**config.mk**
```make
export PLATFORM = sky130hd
export DESIGN_NAME = waypoint_smoothstep_interpolator
export DESIGN_NICKNAME = d
export VERILOG_FILES = /design/src/rtl/wssi_pkg.sv /design/src/rtl/waypoint_smoothstep_interpolator.sv
export SDC_FILE = /design/constraint.sdc
export NUM_CORES = 2
export LEC_CHECK = 0
export ABC_AREA = 1
export BUFFER_PORTS_ARGS = -buffer_cell sky130_fd_sc_hd__buf_2
export CAP_MARGIN = 20
export CORE_MARGIN = 2
export CORE_UTILIZATION = 45
export CTS_CLUSTER_DIAMETER = 80
export DETAILED_ROUTE_END_ITERATION = 7
export GPL_ROUTABILITY_DRIVEN = 0
export PLACE_DENSITY = 0.6
export SLEW_MARGIN = 20
export SYNTH_ARGS = -nofsm -noshare
export SYNTH_HDL_FRONTEND = slang
export SYNTH_SLANG_ARGS = --single-unit
```
**constraint.sdc**
```tcl
create_clock -name clk -period 11.1 [get_ports clk]
set_input_delay 0.555 -clock clk [delete_from_list [all_inputs] [get_ports clk]]
set_output_delay 0.555 -clock clk [all_outputs]
set_load 0.03 [all_outputs]
```
**src/rtl/wssi_pkg.sv**
```systemverilog
// Shared types and constants for the waypoint smoothstep interpolator.
// No dependencies; imported by waypoint_smoothstep_interpolator.
`default_nettype none
package wssi_pkg;

  // request codes
  typedef enum logic [1:0] {
    REQ_ENQUEUE = 2'd0,
    REQ_TICK    = 2'd1,
    REQ_CLEAR   = 2'd2,
    REQ_MOVE    = 2'd3
  } req_t;

  // sequencer states
  typedef enum logic [4:0] {
    ST_IDLE,
    ST_DISP,
    ST_LOAD,
    ST_SQ_SET,
    ST_SQ_MUL,
    ST_SC_MUL,
    ST_SQRT,
    ST_DIV_LEN,
    ST_PROG,
    ST_DIV_T,
    ST_TSQ,
    ST_EASE,
    ST_CO_SET,
    ST_CO_MUL,
    ST_OUT
  } state_t;

  typedef logic signed [15:0] coord_t;

  localparam int unsigned ACC_W = 54;

  // ms per s, squared, folded into one scale
  localparam logic [19:0] SCALE_MS = 20'd1000000;
  // 3 in Q2.16 for the smoothstep polynomial
  localparam logic [17:0] EASE_K = 18'd196608;
  // top square-root trial bit for a 54-bit radicand
  localparam logic [ACC_W-1:0] SQRT_TOP = {2'b01, {(ACC_W - 2){1'b0}}};

  localparam logic [2:0] ADDR_INTERVAL = 3'd0;
  localparam logic [9:0] INTERVAL_RESET = 10'd20;

endpackage
`default_nettype wire

```
**src/rtl/waypoint_smoothstep_interpolator.sv**
```systemverilog
// Waypoint queue with smoothstep interpolation, bit-serial datapath.
// Depends on wssi_pkg (types, codes, constants).
//
//   channel   direction  handshake           payload
//   in        input      in_valid/in_stall   req_type, pos_x/y/z, grip_value, speed, now_ms
//   out       output     out_valid/out_stall cmd_valid, cmd_x/y/z, cmd_grip, accepted, ...
//   cfg       APB        psel/penable        update_interval_ms at byte address 0
//
// Enqueue, clear, move-now and ignored ticks are handled in dispatch; a tick in a move
// and a tick that starts a move run the serial datapath: one shift-add multiplier, one
// restoring divider and a two-bit-per-step square root each work one bit per cycle.
// Reset is synchronous and empties the queue; queue entries are not cleared.
// in_stall is high while an item is being worked; a result waits in the output
// register while out_stall is high and the next item may already be accepted.
`default_nettype none
module waypoint_smoothstep_interpolator #(
  parameter int QUEUE_DEPTH = 16
) (
  input  wire                                  clk,
  input  wire                                  rst,
  input  wire                                  in_valid,
  output logic                                 in_stall,
  input  wire  [1:0]                           req_type,
  input  wire  signed [15:0]                   pos_x,
  input  wire  signed [15:0]                   pos_y,
  input  wire  signed [15:0]                   pos_z,
  input  wire  signed [15:0]                   grip_value,
  input  wire  [15:0]                          speed,
  input  wire  [31:0]                          now_ms,
  output logic                                 out_valid,
  input  wire                                  out_stall,
  output logic                                 cmd_valid,
  output logic signed [15:0]                   cmd_x,
  output logic signed [15:0]                   cmd_y,
  output logic signed [15:0]                   cmd_z,
  output logic signed [15:0]                   cmd_grip,
  output logic                                 accepted,
  output logic [$clog2(QUEUE_DEPTH + 1)-1:0]   queue_count,
  output logic                                 busy_res,
  input  wire                                  psel,
  input  wire                                  penable,
  input  wire                                  pwrite,
  input  wire  [2:0]                           paddr,
  input  wire  [31:0]                          pwdata,
  output logic [31:0]                          prdata,
  output logic                                 pready
);
  import wssi_pkg::*;

  localparam int PTR_W = (QUEUE_DEPTH > 1) ? $clog2(QUEUE_DEPTH) : 1;
  localparam int CNT_W = $clog2(QUEUE_DEPTH + 1);
  localparam logic [PTR_W-1:0] PTR_LAST = PTR_W'(QUEUE_DEPTH - 1);
  localparam logic [CNT_W-1:0] CNT_FULL = CNT_W'(QUEUE_DEPTH);

  // configuration register
  logic [9:0] interval;
  always_ff @(posedge clk) begin
    if (rst) begin
      interval <= INTERVAL_RESET;
    end else if (psel && penable && pwrite && pready && paddr == ADDR_INTERVAL) begin
      interval <= pwdata[9:0];
    end
  end
  assign pready = 1'b1;
  assign prdata = (paddr == ADDR_INTERVAL) ? {22'd0, interval} : 32'd0;

  state_t state, state_next;

  // captured request
  req_t        ir_req;
  coord_t      ir_pos [4];
  logic [15:0] ir_spd;
  logic [31:0] ir_now;
  logic        in_fire;
  assign in_stall = (state != ST_IDLE);
  assign in_fire  = in_valid && !in_stall;

  always_ff @(posedge clk) begin
    if (in_fire) begin
      ir_req     <= req_t'(req_type);
      ir_pos[0]  <= pos_x;
      ir_pos[1]  <= pos_y;
      ir_pos[2]  <= pos_z;
      ir_pos[3]  <= grip_value;
      ir_spd     <= speed;
      ir_now     <= now_ms;
    end
  end

  // waypoint queue storage
  logic [47:0] queue_xyz [QUEUE_DEPTH];
  logic [31:0] queue_gs  [QUEUE_DEPTH];
  logic [47:0] rd_xyz;
  logic [31:0] rd_gs;
  logic        wr_en;
  logic [PTR_W-1:0] write_ptr, write_ptr_next, read_ptr, read_ptr_next;

  always_ff @(posedge clk) begin
    if (wr_en) begin
      queue_xyz[write_ptr] <= {ir_pos[2], ir_pos[1], ir_pos[0]};
      queue_gs[write_ptr]  <= {ir_spd, ir_pos[3]};
    end
    rd_xyz <= queue_xyz[read_ptr];
    rd_gs  <= queue_gs[read_ptr];
  end

  // control and datapath registers
  logic [CNT_W-1:0] entry_count, entry_count_next;
  logic             moving, moving_next;
  logic [31:0]      last_tick, last_tick_next;
  logic [31:0]      move_start, move_start_next;
  logic [31:0]      move_length, move_length_next;
  coord_t           start_pose [4];
  coord_t           start_pose_next [4];
  coord_t           target_pose [4];
  coord_t           target_pose_next [4];
  logic [15:0]      spd, spd_next;
  logic [ACC_W-1:0] opa, opa_next, acc, acc_next, rt, rt_next;
  logic [19:0]      opb, opb_next;
  logic [31:0]      rem, rem_next, quo, quo_next, dvs, dvs_next;
  logic [4:0]       cnt, cnt_next;
  logic [1:0]       ci, ci_next;
  logic             w_cmdv, w_cmdv_next, w_acc, w_acc_next;
  coord_t           w_cmd [4];
  coord_t           w_cmd_next [4];

  // shared serial units
  logic [ACC_W-1:0] mul_sum;
  logic [ACC_W:0]   sq_trial;
  logic             sq_ge;
  logic [32:0]      div_sh;
  logic             div_ge;
  logic [31:0]      div_rem, div_quo;
  logic signed [16:0] dfull, dmag17, pe, co_sum;
  logic             dneg;
  logic [15:0]      dmag;
  logic [31:0]      elapsed, tick_gap;
  logic             out_fire;

  assign mul_sum  = acc + (opb[0] ? opa : '0);
  assign sq_trial = {1'b0, rt} + {1'b0, opa};
  assign sq_ge    = {1'b0, acc} >= sq_trial;
  assign div_sh   = {rem, (state == ST_DIV_LEN) ? opa[26] : 1'b0};
  assign div_ge   = div_sh >= {1'b0, dvs};
  assign div_rem  = div_ge ? 32'(div_sh - {1'b0, dvs}) : div_sh[31:0];
  assign div_quo  = {quo[30:0], div_ge};
  assign dfull    = {target_pose[ci][15], target_pose[ci]} - {start_pose[ci][15], start_pose[ci]};
  assign dneg     = dfull[16];
  assign dmag17   = dneg ? -dfull : dfull;
  assign dmag     = dmag17[15:0];
  assign pe       = {1'b0, mul_sum[31:16]};
  assign co_sum   = {start_pose[ci][15], start_pose[ci]} + (dneg ? -pe : pe);
  assign elapsed  = ir_now - move_start;
  assign tick_gap = ir_now - last_tick;
  assign out_fire = (state == ST_OUT) && (!out_valid || !out_stall);

  // sequencer
  always_comb begin
    state_next       = state;
    write_ptr_next   = write_ptr;
    read_ptr_next    = read_ptr;
    entry_count_next = entry_count;
    moving_next      = moving;
    last_tick_next   = last_tick;
    move_start_next  = move_start;
    move_length_next = move_length;
    start_pose_next  = start_pose;
    target_pose_next = target_pose;
    spd_next         = spd;
    opa_next         = opa;
    opb_next         = opb;
    acc_next         = acc;
    rt_next          = rt;
    rem_next         = rem;
    quo_next         = quo;
    dvs_next         = dvs;
    cnt_next         = cnt;
    ci_next          = ci;
    w_cmdv_next      = w_cmdv;
    w_acc_next       = w_acc;
    w_cmd_next       = w_cmd;
    wr_en            = 1'b0;

    // shift-add step used by every multiply state
    if (state == ST_SQ_MUL || state == ST_SC_MUL || state == ST_TSQ ||
        state == ST_EASE || state == ST_CO_MUL) begin
      acc_next = mul_sum;
      opa_next = opa << 1;
      opb_next = opb >> 1;
      cnt_next = cnt - 5'd1;
    end

    unique case (state)
      ST_IDLE: begin
        if (in_fire) begin
          w_cmdv_next = 1'b0;
          w_acc_next  = 1'b0;
          for (int i = 0; i < 4; i++) w_cmd_next[i] = '0;
          state_next = ST_DISP;
        end
      end
      ST_DISP: begin
        state_next = ST_OUT;
        unique case (ir_req)
          REQ_ENQUEUE: begin
            if (entry_count < CNT_FULL) begin
              wr_en            = 1'b1;
              write_ptr_next   = (write_ptr == PTR_LAST) ? '0 : write_ptr + 1'b1;
              entry_count_next = entry_count + 1'b1;
              w_acc_next       = 1'b1;
            end
          end
          REQ_TICK: begin
            if (tick_gap >= {22'd0, interval}) begin
              last_tick_next = ir_now;
              if (moving) begin
                state_next = ST_PROG;
              end else if (entry_count != '0) begin
                state_next = ST_LOAD;
              end
            end
          end
          REQ_CLEAR: begin
            write_ptr_next = '0;
            read_ptr_next = '0;
            entry_count_next = '0;
            moving_next = 1'b0;
          end
          REQ_MOVE: begin
            write_ptr_next = '0;
            read_ptr_next = '0;
            entry_count_next = '0;
            moving_next = 1'b0;
            w_cmdv_next = 1'b1;
            w_cmd_next = ir_pos;
          end
        endcase
      end
      // dequeue the waypoint and set up the move; a zero speed goes straight to the waypoint
      ST_LOAD: begin
        read_ptr_next       = (read_ptr == PTR_LAST) ? '0 : read_ptr + 1'b1;
        entry_count_next    = entry_count - 1'b1;
        start_pose_next     = ir_pos;
        target_pose_next[0] = rd_xyz[15:0];
        target_pose_next[1] = rd_xyz[31:16];
        target_pose_next[2] = rd_xyz[47:32];
        target_pose_next[3] = rd_gs[15:0];
        spd_next            = rd_gs[31:16];
        if (rd_gs[31:16] == 16'd0) begin
          w_cmdv_next   = 1'b1;
          w_cmd_next[0] = rd_xyz[15:0];
          w_cmd_next[1] = rd_xyz[31:16];
          w_cmd_next[2] = rd_xyz[47:32];
          w_cmd_next[3] = rd_gs[15:0];
          state_next    = ST_OUT;
        end else begin
          acc_next   = '0;
          ci_next    = 2'd0;
          state_next = ST_SQ_SET;
        end
      end
      // squared distance, one axis at a time
      ST_SQ_SET: begin
        opa_next   = ACC_W'(dmag);
        opb_next   = 20'(dmag);
        cnt_next   = 5'd15;
        state_next = ST_SQ_MUL;
      end
      ST_SQ_MUL: begin
        if (cnt == 5'd0) begin
          if (ci == 2'd2) begin
            opa_next   = mul_sum;
            opb_next   = SCALE_MS;
            acc_next   = '0;
            cnt_next   = 5'd19;
            state_next = ST_SC_MUL;
          end else begin
            ci_next    = ci + 2'd1;
            state_next = ST_SQ_SET;
          end
        end
      end
      ST_SC_MUL: begin
        if (cnt == 5'd0) begin
          rt_next    = '0;
          opa_next   = SQRT_TOP;
          cnt_next   = 5'd26;
          state_next = ST_SQRT;
        end
      end
      // integer square root, two radicand bits a step
      ST_SQRT: begin
        if (sq_ge) begin
          acc_next = acc - sq_trial[ACC_W-1:0];
          rt_next  = (rt >> 1) + opa;
        end else begin
          rt_next  = rt >> 1;
        end
        opa_next = opa >> 2;
        cnt_next = cnt - 5'd1;
        if (cnt == 5'd0) begin
          opa_next   = ACC_W'(rt_next[26:0]);
          rem_next   = '0;
          quo_next   = '0;
          dvs_next   = {16'd0, spd};
          cnt_next   = 5'd26;
          state_next = ST_DIV_LEN;
        end
      end
      // move length from root over speed, at least one update interval
      ST_DIV_LEN: begin
        rem_next = div_rem;
        quo_next = div_quo;
        opa_next = opa << 1;
        cnt_next = cnt - 5'd1;
        if (cnt == 5'd0) begin
          move_length_next = (div_quo < {22'd0, interval}) ? {22'd0, interval} : div_quo;
          move_start_next  = ir_now;
          moving_next      = 1'b1;
          state_next       = ST_PROG;
        end
      end
      ST_PROG: begin
        if (elapsed >= move_length) begin
          w_cmdv_next = 1'b1;
          w_cmd_next  = target_pose;
          moving_next = 1'b0;
          state_next  = ST_OUT;
        end else begin
          rem_next   = elapsed;
          dvs_next   = move_length;
          quo_next   = '0;
          opa_next   = '0;
          cnt_next   = 5'd15;
          state_next = ST_DIV_T;
        end
      end
      // progress in Q0.16
      ST_DIV_T: begin
        rem_next = div_rem;
        quo_next = div_quo;
        cnt_next = cnt - 5'd1;
        if (cnt == 5'd0) begin
          opa_next   = ACC_W'(div_quo[15:0]);
          opb_next   = 20'(div_quo[15:0]);
          acc_next   = '0;
          state_next = ST_TSQ;
          cnt_next   = 5'd15;
        end
      end
      ST_TSQ: begin
        if (cnt == 5'd0) begin
          opa_next   = mul_sum;
          opb_next   = 20'(EASE_K - {1'b0, quo[15:0], 1'b0});
          acc_next   = '0;
          cnt_next   = 5'd17;
          state_next = ST_EASE;
        end
      end
      ST_EASE: begin
        if (cnt == 5'd0) begin
          quo_next   = {16'd0, mul_sum[47:32]};
          ci_next    = 2'd0;
          state_next = ST_CO_SET;
        end
      end
      // scale each axis by the eased progress
      ST_CO_SET: begin
        opa_next   = ACC_W'(quo[15:0]);
        opb_next   = 20'(dmag);
        acc_next   = '0;
        cnt_next   = 5'd15;
        state_next = ST_CO_MUL;
      end
      ST_CO_MUL: begin
        if (cnt == 5'd0) begin
          w_cmd_next[ci] = co_sum[15:0];
          if (ci == 2'd3) begin
            w_cmdv_next = 1'b1;
            state_next  = ST_OUT;
          end else begin
            ci_next    = ci + 2'd1;
            state_next = ST_CO_SET;
          end
        end
      end
      ST_OUT: begin
        if (out_fire) state_next = ST_IDLE;
      end
      default: state_next = ST_IDLE;
    endcase
  end

  // control state
  always_ff @(posedge clk) begin
    if (rst) begin
      state       <= ST_IDLE;
      write_ptr   <= '0;
      read_ptr    <= '0;
      entry_count <= '0;
      moving      <= 1'b0;
      last_tick   <= '0;
      move_start  <= '0;
      move_length <= '0;
      for (int i = 0; i < 4; i++) begin
        start_pose[i]  <= '0;
        target_pose[i] <= '0;
      end
    end else begin
      state       <= state_next;
      write_ptr   <= write_ptr_next;
      read_ptr    <= read_ptr_next;
      entry_count <= entry_count_next;
      moving      <= moving_next;
      last_tick   <= last_tick_next;
      move_start  <= move_start_next;
      move_length <= move_length_next;
      start_pose  <= start_pose_next;
      target_pose <= target_pose_next;
    end
  end

  // datapath registers
  always_ff @(posedge clk) begin
    spd    <= spd_next;
    opa    <= opa_next;
    opb    <= opb_next;
    acc    <= acc_next;
    rt     <= rt_next;
    rem    <= rem_next;
    quo    <= quo_next;
    dvs    <= dvs_next;
    cnt    <= cnt_next;
    ci     <= ci_next;
    w_cmdv <= w_cmdv_next;
    w_acc  <= w_acc_next;
    w_cmd  <= w_cmd_next;
  end

  // output register
  always_ff @(posedge clk) begin
    if (rst) begin
      out_valid <= 1'b0;
    end else if (out_fire) begin
      out_valid <= 1'b1;
    end else if (!out_stall) begin
      out_valid <= 1'b0;
    end
  end

  always_ff @(posedge clk) begin
    if (out_fire) begin
      cmd_valid   <= w_cmdv;
      cmd_x       <= w_cmd[0];
      cmd_y       <= w_cmd[1];
      cmd_z       <= w_cmd[2];
      cmd_grip    <= w_cmd[3];
      accepted    <= w_acc;
      queue_count <= entry_count;
      busy_res    <= moving || (entry_count != '0);
    end
  end

  // checks
  a_count_bound: assert property (@(posedge clk) disable iff (rst)
    entry_count <= CNT_FULL) else $error("queue count above depth");

  a_ptr_agree: assert property (@(posedge clk) disable iff (rst)
    (entry_count == '0 || entry_count == CNT_FULL) == (write_ptr == read_ptr))
    else $error("queue pointers disagree with count");

  a_accept_dispatch: assert property (@(posedge clk) disable iff (rst)
    in_fire |=> state == ST_DISP) else $error("accepted request not dispatched");

  a_acc_no_cmd: assert property (@(posedge clk) disable iff (rst)
    out_valid |-> !(accepted && cmd_valid)) else $error("enqueue result carries command");

  a_move_len: assert property (@(posedge clk) disable iff (rst)
    (state == ST_DIV_T) |-> moving && (rem < dvs)) else $error("progress divide out of range");

endmodule
`default_nettype wire
```
==> results.sh <==
export IMPL_die_x_um=499
export IMPL_ir_drop_v=0.000399
export IMPL_r2r_start="rt[20]"
export IMPL_finalSetupViolations=0
export IMPL_first_pass_iters=7
export IMPL_powerDensity_nw_per_um2=293
export IMPL_globalRoute_totalOverflow=0
export IMPL_hold_viol_final=0
export IMPL_remaining_drc_errors=0
export IMPL_vias=90000
export IMPL_drt_iter0_drc=10900
export IMPL_postCtsHoldBufs=124
export IMPL_synthFlopType="edfxtp_1"
export IMPL_max_clock_freq_ghz=0.136
export IMPL_dp_hpwl_um=248000
export IMPL_cts_tree="done"
export IMPL_hold_path_class="input pin to flop"
export IMPL_slew_violations=0
export IMPL_p_leak_nw=46.4
export IMPL_nNetsFinal=12300
export IMPL_io_pins=263
export IMPL_crit_path_max_fanout=58
export IMPL_clk_latency_ps=910
export IMPL_clock_sinks=2165
export IMPL_cpMaxStageDelayCell="a21oi_1"
export IMPL_path_clk_slew_ps=60
export IMPL_fillers=22200
export IMPL_synth_edf_count=1699
export IMPL_min_from="out_stall"
export IMPL_rsz0062_at_grt="false"
export IMPL_grt_usage_pct=28.7
export IMPL_synth_area_um2=110000
export IMPL_syn_inst=11600
export IMPL_root_buffer="clkbuf_16"
export IMPL_grt_start_max_net_pins=212
export IMPL_final_antenna_net_count=0
export IMPL_skew_ps=98.9
export IMPL_synth_most_common_cell="nand2_1"
export IMPL_crit_top_cell="a21oi_1"
export IMPL_grt_pass1_vias=84500
export IMPL_ys_seq_area_share_pct=54.7
export IMPL_ys_seq_elements=2165
export IMPL_critPathArrivalTime_ps=8130
export IMPL_coreArea_um2=243000
export IMPL_synth_area_leaders="edfxtp_1 (46%), dfxtp_1 (8.5%), nand2_1 (7.1%)"
export IMPL_maxCapViolCount=0
export IMPL_slew_limit_headroom_pct=15.1
export IMPL_std_cell_rows=181
export IMPL_post_cts_resized=0
export IMPL_via_per_inst=5.94
export IMPL_critical_path_class="flop to flop"
export IMPL_async_reset_ff_share_pct=0
export IMPL_worst_pin_slew_ps=1270
export IMPL_path_delay_family="compound AO/OA/AOI/OAI gates"
export IMPL_ys_types=79
export IMPL_cp_slowest_stage_delay_ps=520
export IMPL_status="completed"
export IMPL_wl_per_cell_um=24.3
export IMPL_layout_min_cycle_time_ps=7330
export IMPL_clk_path_buf_depth=3
export IMPL_required_ps=11900
export IMPL_startpoint="rt[20]"
export IMPL_routed_wl_um=369000
export IMPL_antenna_found_initial=12
export IMPL_setup_tns_ps=0
export IMPL_die_h_um=499
export IMPL_finalPower_mw=36.1
export IMPL_die_area_um2=249000
export IMPL_yosysTopAreaCell="edfxtp_1"
export IMPL_yosysWarningCount=0
export IMPL_dp_cells=14600
export IMPL_synthToLayoutAreaGrowth_pct=12.0
export IMPL_critPathCaptureType="flop"
export IMPL_critPathLaunchType="flop"
export IMPL_layout_drive_gt1_share_pct=7.34
export IMPL_start_util_pct=45.3
export IMPL_synthTopCellsByCount="nand2_1 (2082), edfxtp_1 (1699), nor2_1 (1332)"
export IMPL_layout_cells_non_filler=15200
export IMPL_synth_avg_cell_area_um2=9.53
export IMPL_path_buf_inv=4
export IMPL_post_route_util_pct=50.7
export IMPL_postCtsSetupBuffers=0
export IMPL_h_tree_depth=4
export IMPL_final_period_utilization_pct=66.0
export IMPL_grt_pass1_wl_um=541000
export IMPL_synth_top_cell_area_share_pct=46.3
export IMPL_port_buffers=217
export IMPL_cts_buffers=229
-- metal layers --
metal	GRT usage, %	share of wire, %	vias to the layer above
met3	4.17	8.6	888
met5	0	0	-
met2	45.1	45	4338
met4	15.0	5.8	0
met1	38.5	40	43700
li1	-	-	41100
-- worst register-to-register path, delay by kind of cell, from the launching register on --
kind / cells / cell delay, ps
buffers and inverters: 4 / 550
and+or+nand+nor: 14 / 2620
AOI/OAI and AO/OA: 9 / 2650
adders and majority gates: 2 / 810
xor gates and xnor gates: 1 / 200
DFF: 1 / 470
-- cell families (layout without fill, tap and decap cells) --
family,after synthesis,count (layout),synth area share (%)
buffers and inverters,1523,1883,5.46
other,2,34,0.00681
and+or+nand+nor,4102,4102,15.2
DFF,2165,2165,54.7
muxes,240,240,2.18
adders and majority gates,414,414,4.76
xor gates and xnor gates,289,289,2.32
AOI/OAI and AO/OA,2830,2830,15.3
-- report_power, final --
part	internal [mW]	switching (mW)	total (mW)	leakage, nW
Sequential	10.3	1.48	11.7	19.4
Combinational	4.89	11.6	16.5	23.3
Clock	4.53	3.35	7.88	3.81
-- cell type report --
type                    instances  area (um2)  area share (%)
well taps                    3202        4010            3.25
clock buffers                 316        6390            5.18
repair buffers                455        3290            2.67
clock inverters               120        1430            1.16
inverters                     992        3740            3.03
multi-input cells            7898       44200            35.8
diodes                         11        27.5          0.0223
flip-flops and latches       2165       60400            48.9
-- placed cells by master, fill, tap and decap left out, types with 65 or more instances in the layout --
master         count
o21ai_1           65
buf_4            107
o21ai_0         1077
o211ai_1         115
nand4_1           76
dlygate4sd3_1    124
o221ai_1         259
a21oi_1          782
edfxtp_1        1699
o32ai_1           67
buf_2            216
ha_1             405
nor3_1            84
o22ai_1           93
mux2i_1          240
inv_1            958
xnor2_1          119
nand2_1         2080
nand3_1          354
dfxtp_1          461
clkbuf_16        234
nor2_1          1310
xor2_1           168
-- stage by stage --
stage | hold WS [ps] | area (um2) | setup WS (ps)
2_1_floorplan | 400 | 110000 | 4640
5_1_grt | 90.2 | 123000 | 3340
6_report | 122 | 123000 | 3770
3_5_place_dp | 441 | 114000 | 4030
4_1_cts | 45.0 | 123000 | 3940
3_3_place_gp | 437 | 114000 | 4050
-- sequential cells by signal, indices dropped and copies added, names as in the netlist, 48 cells and up --
| name | cells |
|---|---|
| target_pose | 64 |
| opa | 54 |
| queue_xyz | 768 |
| rt | 54 |
| w_cmd | 64 |
| ir_pos | 64 |
| acc | 54 |
| queue_gs | 512 |
| rd_xyz | 48 |
| start_pose | 64 |
-- path summary, 6_finish.rpt --
path | to | cells past startpoint | slack, ps
max | acc[45] | 30 | 3770
min | cmd_grip[15] | 2 | 120
max reg2reg | acc[45] | 30 | 3770
min reg2reg | cmd_y[9] | 0 | 440
(Power assumes the default switching activity.)
